===== src/sv/rss_pkg.sv =====
// rss_pkg: shared types, sizes and the microcode table of the record sorter
// depends on nothing; used by the channel interfaces, the sequencer and the top level
package rss_pkg;

  localparam int MAX_RECORDS = 64;
  localparam int IDX_W       = $clog2(MAX_RECORDS);
  localparam int CNT_W       = $clog2(MAX_RECORDS + 1);
  localparam int KEY_W       = 32;
  localparam int PAYLOAD_W   = 16;

  typedef struct packed {
    logic signed [KEY_W-1:0] key;
    logic [PAYLOAD_W-1:0]    payload;
  } rec_t;

  // microprogram addresses
  typedef enum logic [3:0] {
    ST_IDLE,
    ST_OUTER,
    ST_LDBEST,
    ST_SCAN,
    ST_SWAP_LO,
    ST_SWAP_HI,
    ST_EMIT_RD,
    ST_EMIT_LD,
    ST_EMIT_HOLD,
    ST_EMIT_NEXT,
    ST_DONE
  } step_t;

  // jump conditions
  typedef enum logic [2:0] {
    C_NONE,
    C_ALWAYS,
    C_FINAL,
    C_OUTER_DONE,
    C_SCAN_DONE,
    C_EMIT_MORE
  } cond_t;

  // fall-through behavior when the jump is not taken
  typedef enum logic [1:0] {
    SEQ_NEXT,
    SEQ_STAY,
    SEQ_WAIT_ACK
  } seq_t;

  typedef enum logic [1:0] {
    RD_I,
    RD_J,
    RD_J_NEXT,
    RD_K
  } rd_sel_t;

  typedef enum logic [1:0] {
    WR_NONE,
    WR_LOAD,
    WR_AT_I,
    WR_AT_BEST
  } wr_sel_t;

  typedef struct packed {
    step_t   tgt;
    cond_t   cond;
    seq_t    seq;
    rd_sel_t rd;
    wr_sel_t wr;
    logic    in_rdy;
    logic    ptr_clr;
    logic    pass_init;
    logic    cap;
    logic    cmp;
    logic    j_inc;
    logic    i_inc;
    logic    k_inc;
    logic    out_load;
    logic    cnt_clr;
  } uword_t;

  // status flags fed back from the datapath to the sequencer
  typedef struct packed {
    logic final_acc;
    logic outer_done;
    logic scan_done;
    logic emit_more;
    logic out_ack;
  } rss_stat_t;

  // control store
  function automatic uword_t ucode(step_t s);
    uword_t w;
    w = '0;
    case (s)
      ST_IDLE: begin
        w.in_rdy  = 1'b1;
        w.ptr_clr = 1'b1;
        w.wr      = WR_LOAD;
        w.cond    = C_FINAL;
        w.tgt     = ST_OUTER;
        w.seq     = SEQ_STAY;
      end
      ST_OUTER: begin
        w.pass_init = 1'b1;
        w.rd        = RD_I;
        w.cond      = C_OUTER_DONE;
        w.tgt       = ST_EMIT_RD;
      end
      ST_LDBEST: begin
        w.cap = 1'b1;
        w.rd  = RD_J;
      end
      ST_SCAN: begin
        w.cmp   = 1'b1;
        w.j_inc = 1'b1;
        w.rd    = RD_J_NEXT;
        w.cond  = C_SCAN_DONE;
        w.tgt   = ST_SWAP_LO;
        w.seq   = SEQ_STAY;
      end
      ST_SWAP_LO: begin
        w.wr = WR_AT_I;
      end
      ST_SWAP_HI: begin
        w.wr    = WR_AT_BEST;
        w.i_inc = 1'b1;
        w.cond  = C_ALWAYS;
        w.tgt   = ST_OUTER;
      end
      ST_EMIT_RD: begin
        w.rd = RD_K;
      end
      ST_EMIT_LD: begin
        w.out_load = 1'b1;
      end
      ST_EMIT_HOLD: begin
        w.seq = SEQ_WAIT_ACK;
      end
      ST_EMIT_NEXT: begin
        w.k_inc = 1'b1;
        w.cond  = C_EMIT_MORE;
        w.tgt   = ST_EMIT_RD;
      end
      ST_DONE: begin
        w.cnt_clr = 1'b1;
        w.cond    = C_ALWAYS;
        w.tgt     = ST_IDLE;
      end
      default: begin
        w.cond = C_ALWAYS;
        w.tgt  = ST_IDLE;
      end
    endcase
    return w;
  endfunction

endpackage


===== src/sv/rss_useq.sv =====
// rss_useq: microprogram sequencer, step counter plus control store lookup
// depends on rss_pkg for the control word, status flags and the program
module rss_useq
  import rss_pkg::*;
(
  input  logic      clk,
  input  logic      rst_n,
  input  rss_stat_t stat,
  output uword_t    uw
);

  step_t pc_r, pc_nxt;
  logic  hit;

  assign uw = ucode(pc_r);

  always_comb begin
    case (uw.cond)
      C_NONE:       hit = 1'b0;
      C_ALWAYS:     hit = 1'b1;
      C_FINAL:      hit = stat.final_acc;
      C_OUTER_DONE: hit = stat.outer_done;
      C_SCAN_DONE:  hit = stat.scan_done;
      C_EMIT_MORE:  hit = stat.emit_more;
      default:      hit = 1'b0;
    endcase

    if (hit) begin
      pc_nxt = uw.tgt;
    end else begin
      case (uw.seq)
        SEQ_NEXT:     pc_nxt = step_t'(pc_r + 4'd1);
        SEQ_STAY:     pc_nxt = pc_r;
        SEQ_WAIT_ACK: pc_nxt = stat.out_ack ? step_t'(pc_r + 4'd1) : pc_r;
        default:      pc_nxt = ST_IDLE;
      endcase
    end
  end

  always_ff @(posedge clk) begin
    if (!rst_n) begin
      pc_r <= ST_IDLE;
    end else begin
      pc_r <= pc_nxt;
    end
  end

endmodule


===== config.mk =====
export PLATFORM = sky130hd
export DESIGN_NAME = rss_useq
export DESIGN_NICKNAME = d
export VERILOG_FILES = /design/src/sv/rss_pkg.sv /design/src/sv/rss_useq.sv
export SDC_FILE = /design/constraint.sdc
export NUM_CORES = 1
export LEC_CHECK = 0
export ABC_AREA = 1
export BUFFER_PORTS_ARGS = -buffer_cell sky130_fd_sc_hd__buf_2
export CAP_MARGIN = 30
export CORE_ASPECT_RATIO = 1.4
export CORE_MARGIN = 1
export CORE_UTILIZATION = 24
export CTS_BUF_LIST = sky130_fd_sc_hd__clkbuf_2 sky130_fd_sc_hd__clkbuf_4 sky130_fd_sc_hd__clkbuf_8
export DETAILED_ROUTE_END_ITERATION = 10
export GPL_TIMING_DRIVEN = 0
export SLEW_MARGIN = 5
export SYNTH_ARGS = -nofsm -noshare
export SYNTH_HDL_FRONTEND = slang
export SYNTH_SLANG_ARGS = --single-unit

===== constraint.sdc =====
create_clock -name clk -period 2.3 [get_ports clk]
set_clock_uncertainty 0.2 [all_clocks]
set_input_delay 0.575 -clock clk [delete_from_list [all_inputs] [get_ports clk]]
set_output_delay 0.575 -clock clk [all_outputs]
set_load 0.1 [all_outputs]

# Word level (Yosys, flattened, before mapping)
# Index checks and enable logic that the tools add are counted.
[word_totals] regBits=4 elab_cells=42
[op_classes] n_addsub=1 n_eq_ne=19 n_mux=16 n_reduce_logical=5
[op_table] op="6-bit one-hot mux with 6 select lines" count=1
[op_table] op="4-bit by 3-bit == test with 1-bit output (second input constant)" count=4
[op_table] op="4-bit == test (second input constant)" count=3
[op_table] op="2-bit one-hot mux with 3 select lines" count=2
[op_table] op="4-bit one-hot mux with 3 select lines" count=1
[op_table] op="4-bit by 2-bit == test with 1-bit output (second input constant)" count=2
[op_table] op="4-bit two-way mux" count=2
[op_table] op="3-bit by 2-bit == test with 1-bit output (second input constant)" count=2
[op_table] op="3-bit == test (second input constant)" count=2
[op_table] op="1-bit two-way mux" count=6
[op_table] op="1-bit one-hot mux with 5 select lines" count=1
[op_table] op="5-bit OR reduction" count=1
[op_table] op="4-bit by 1-bit adder with 4-bit output (second input constant)" count=1
[op_table] op="4-bit by 1-bit == test with 1-bit output (second input constant)" count=1
[op_table] op="4-bit logical NOT" count=1
[op_table] op="2-bit two-way mux" count=2
[op_table] op="2-bit one-hot mux with 2 select lines" count=1
[op_table] op="3-bit by 1-bit == test with 1-bit output (second input constant)" count=1
[op_table] op="3-bit != test (second input constant)" count=1
[op_table] op="2-bit by 1-bit == test with 1-bit output (second input constant)" count=1
[op_table] op="2-bit == test (second input constant)" count=1
[op_table] op="2-bit logical NOT" count=1
[op_table] op="2-bit != test (second input constant)" count=1
[op_table] op="2-bit AND reduction" count=1
[op_table] op="2-bit OR reduction" count=1

# Logic depth before layout (Yosys ltp)
# Gate-level depths: netlist of the first run.
[depth] word_depth=7 ltp_mapped=13

# Least setup slack after synthesis of the first run
# Ideal clock, no wire load.
[synth_path] path_type="reg-to-output" start="reg pc_r[1]" end="out uw[16] in the netlist's numbering" arrival_ps=3428 t_required_ps=1525 setup_slack_ps=-1903 path_stages_with_launch=7 n_path_buf=0 path_cell_list="dfxtp_1 -> inv_1 -> ha_1 -> inv_1 -> nor3_1 -> nor2_2 -> nand2_2"
[synth_lines] item="start, declared" line_no="rss_useq.sv:12" rtl="step_t pc_r, pc_nxt;"
[synth_lines] item="start signal, assigned" line_no="rss_useq.sv:44" rtl="pc_r <= pc_nxt;"
[synth_lines] item="end, declared" line_no="rss_useq.sv:9" rtl="output uword_t uw"

==> results.toml, run 1 <==
[timing]
finalWorstSetupSlack_ps = 28.9
setup-tns-final_ps = 0
final-max-slew-violation-count = 0
max_freq_ghz = 0.440
period_needed_ps = 2270
post-route-period-util = 0.987
hold_ws_ps = 364
hold_violations = 0
rsz0062_at_grt = "true"
setup_violations = 0

[worst_setup_path]
worst_ep_required_time_ps = 1520
crit_path_end_kind = "primary output"
crit_fanout = 5
reg2reg_from = "pc_r[0]"
arrival_ps = 1500
startpoint = "pc_r[1]"
critical_path_class = "reg2out"
cp-start-kind = "flip-flop"
r2r_cells = 12

[final_layout]
n_antenna_cell = 0
final_common_cell = "nand2_1"
multi_input_area_um2 = 499
drive_above_1_share = 0.630
largest_reg_flops = 4
layout_common_cells = "nand2_1 (20), buf_4 (15), inv_1 (10), buf_2 (10), nand2_2 (7)"
syn_to_final_growth_pct = 83.1
largest_register = "pc_r"
nNetsFinal = 140
seq_area_um2 = 88.8
largest_registers = "pc_r x4"
fillers = 227

[floorplan]
start_util = 0.254
num_io_pins = 30
dieHeight_um = 58.5
dieArea_um2 = 2480
coreArea_um2 = 2150
num_rows = 20
die_w_um = 42.3

[placed_design]
gp_congestion = 0.828
dpl.hpwl_um = 1270
portBuffers = 28
dp_slack_ps = -226

[clock_tree]
cts_max_path_buffers = 2
htreeDepth = 1
hold_buffers = 0
numCtsBuffers = 3
clk_latency_ps = 230
clk_pin_slew_ps = 30
clock-root-buffer = "clkbuf_4"
cts_tree = "built"
clkSinkCount = 4

[routing]
wirelength_um = 1620
dr.pass1.iters = 4
drt_first_iter_violations = 7
drc = 0
ant_nets = 0
vias_per_cell = 4.67
vias = 696
detail_route.wl_per_cell_um = 10.9

[synth]
yosys.area.top_type = "nand2_1"
yosysWarnings = 0
synth.top_cell.area_share = 0.172
synth_area_um2 = 547
yosysSeqAreaShare = 0.146
syn_area_per_cell_um2 = 5.82
synth.distinct_cells = 23
yosys-top-cells-area = "nand2_1 (17%), dfxtp_1 (15%), inv_1 (10%), ha_1 (9.2%), nand2_2 (6.9%)"
ys_seq_elements = 4
syn_inst = 94
synth_nets = 105

[global_route]
grt_max_degree = 11
grt_overflow = 0
grt.total_usage = 0.131
antenna_found_initial = 0
first_global_vias = 642
grt_pass1_wl_um = 2550

[min_path]
min_path_cells = 2
hold_path.class = "reg2reg"
hold_path_startpoint = "pc_r[1]"

[status]
status = "finished clean"

[flow_run]
cap_violations = 0
==> per-stage QoR <==
stage / cells / instance area (um2) / util
2_1_floorplan: 94 / 651 / -
3_3_place_gp: 144 / 818 / 0.380
3_5_place_dp: 144 / 818 / 0.380
4_1_cts: 148 / 915 / 0.425
5_1_grt: 149 / 1000 / 0.465
6_report: 149 / 1000 / 0.465
==> final cells by class <==
type                       count  area share
inverter                      18      0.0800
sequential                     4      0.0888
clock buffer                   3      0.0225
multi-input combinational     68       0.499
buffer                         4      0.0588
timing repair buffer          30       0.224
tap                           22      0.0275
==> cell usage after synthesis <==
library cell / instances
nand3_2: 2
buf_6: 1
nor2_2: 1
and3_2: 1
o211ai_1: 1
inv_1: 15
inv_2: 3
ha_1: 4
o21ai_0: 1
a211oi_1: 1
conb_1: 1
nand4_1: 2
nor3_1: 1
o21ai_2: 1
nor2_1: 9
nand3_1: 7
o21ai_1: 1
nand2_1: 25
dfxtp_1: 4
buf_4: 3
a21oi_1: 3
nor2_4: 1
nand2_2: 6
==> worst max-delay path, cell delays in order (launching register included) <==
cell and delay (ps):
dfxtp_4 350, inv_2 100, ha_4 200, nand3_2 130, nand2_2 120, nor2_2 40, nand2_2 90, nand2_4 70
buf_12 170
==> routing by layer <==
| metal | vias to the layer above | wire length, um | share of wire | GRT usage |
|---|---|---|---|---|
| met5 | - | 0 | 0 | 0 |
| met4 | 0 | 49 | 0.030 | 0.0759 |
| met3 | 4 | 82 | 0.050 | 0.0215 |
| met2 | 24 | 894 | 0.55 | 0.251 |
| met1 | 310 | 598 | 0.37 | 0.131 |
| li1 | 358 | - | - | - |
==> cells by family after synthesis <==
logic type                 share of synthesized area
AOI/OAI and AO/OA                             0.0892
adders and majority gates                     0.0915
other                                        0.00686
buffers and inverters                          0.185
DFF                                            0.146
and+or+nand+nor                                0.481
==> path summary, 6_finish.rpt <==
kind                                end  slack [ps]
worst max-delay path             uw[16]          30
worst min-delay path            pc_r[1]         360
worst max register to register  pc_r[0]         300
worst min register to register  pc_r[1]         360
==> repair_timing <==
action / 4_1_cts / 5_1_grt
hold endpoints to repair: 0 / 0
pin swaps: 1 / 6
buffers inserted: 1 / 1
setup endpoints to repair: 16 / 10
gates resized for setup: 24 / 20
Power of run 1 is not shown: default switching activity piles up to over one toggle a cycle in this logic, so the estimate is an artifact.
==> run 2, diff against run 1 <==
PLACE_DENSITY = 0.53   (was default)
==> run 2 against run 1 <==
The run now ends with setup timing left. Cell area rose by 0.37%. Final cell count did not move. Worst setup slack got worse by 40 ps. Critical path depth did not move.
==> results.toml, run 2 (synthesized netlist as in run 1, its figures left out) <==
[status]
status = "complete, but fails checks"
violations = "setup timing"

[timing]
period_needed_ps = 2310
rsz0062_at_grt = "true"
hold_ws_ps = 361
final-max-slew-violation-count = 0
max_freq_ghz = 0.433
hold_violations = 0
setup_violations = 1
finalWorstSetupSlack_ps = -10.9
post-route-period-util = 1.00

[routing]
ant_nets = 0
detail_route.wl_per_cell_um = 11.3
dr.pass1.iters = 4
drc = 0
vias = 701
wirelength_um = 1680
vias_per_cell = 4.70
drt_first_iter_violations = 13

[final_layout]
n_antenna_cell = 0
syn_to_final_growth_pct = 83.8
final_common_cell = "nand2_1"
largest_register = "pc_r"
multi_input_area_um2 = 504
fillers = 222
largest_reg_flops = 4
drive_above_1_share = 0.630
nNetsFinal = 140
largest_registers = "pc_r x4"
layout_common_cells = "nand2_1 (20), buf_4 (15), inv_1 (10), buf_2 (9)"
seq_area_um2 = 88.8

[clock_tree]
clock-root-buffer = "clkbuf_4"
clk_latency_ps = 240
htreeDepth = 1
cts_tree = "built"
numCtsBuffers = 3
clkSinkCount = 4
cts_max_path_buffers = 2
clk_pin_slew_ps = 40

[worst_setup_path]
crit_fanout = 5
worst_ep_required_time_ps = 1520
arrival_ps = 1540
cp-start-kind = "flip-flop"
critical_path_class = "reg2out"
crit_path_end_kind = "primary output"

[global_route]
grt_max_degree = 11
grt_overflow = 0
antenna_found_initial = 0
grt.total_usage = 0.130
first_global_vias = 607
grt_pass1_wl_um = 2550

[floorplan]
coreArea_um2 = 2150
dieHeight_um = 58.5
start_util = 0.254
dieArea_um2 = 2480
die_w_um = 42.3
num_rows = 20
num_io_pins = 30

[flow_run]
cap_violations = 0

[min_path]
hold_path.class = "reg2reg"

[placed_design]
gp_congestion = 0.835
portBuffers = 28
dpl.hpwl_um = 1320
## run 2: cell count changes in the layout (fill, tap and decap cells not counted)
cell | before | now
buf_6 | 4 | 3
buf_2 | 10 | 9
nor2_2 | 4 | 3
nor2_4 | 2 | 3
clkbuf_4 | 5 | 7
## run 2: cell type report
type / count / share of cell area
Buffer: 4 / 0.0585
Clock buffer: 3 / 0.0224
Inverter: 18 / 0.0797
Multi-Input combinational cell: 68 / 0.502
Sequential cell: 4 / 0.0884
Tap cell: 22 / 0.0274
Timing Repair Buffer: 30 / 0.222
## run 2: timing repair
action | CTS | global route
buffers inserted | 1 | 1
pin swaps | 1 | 7
setup endpoints to repair | 15 | 12
resized for setup | 24 | 21
hold buffers | 0 | 0
## run 2: worst max-delay path, cell delays in order (launching register included)
cell and delay, ps:
dfxtp_4 370, inv_2 70, ha_4 200, nand3_4 120, nand2_2 90, nor2_2 100, nand2_2 80, nand2_4 90
buf_12 170
## run 2: path summary, 6_finish.rpt
| kind | end | cells after the start | start | slack (ps) |
|---|---|---|---|---|
| worst max-delay path | uw[16] | 8 | pc_r[1] | -10 |
| worst min-delay path | pc_r[1] | 2 | pc_r[1] | 360 |
| worst max register to register | pc_r[0] | 12 | pc_r[1] | 280 |
| worst min register to register | pc_r[1] | 2 | pc_r[1] | 360 |
## run 2: per-layer routing
layer	share of wire	vias up	wire length (um)	track usage
li1	-	355	-	-
met1	0.37	321	617	0.136
met2	0.59	23	985	0.273
met3	0.033	2	56	0.00307
met4	0.011	0	19	0.0402
met5	0	-	0	0
## run 2: per-stage QoR
step / setup slack (ps) / util / setup TNS (ps) / cells / area [um2]
3_5_place_dp: -238 / 0.380 / -238 / 144 / 818
2_1_floorplan: -323 / - / -1300 / 94 / 651
3_3_place_gp: -217 / 0.380 / -217 / 144 / 818
6_report: -10.9 / 0.467 / -10.9 / 149 / 1000
4_1_cts: -82.6 / 0.426 / -88.9 / 148 / 917
5_1_grt: -97.3 / 0.467 / -161 / 149 / 1000
Power of run 2 is left out for the same reason.
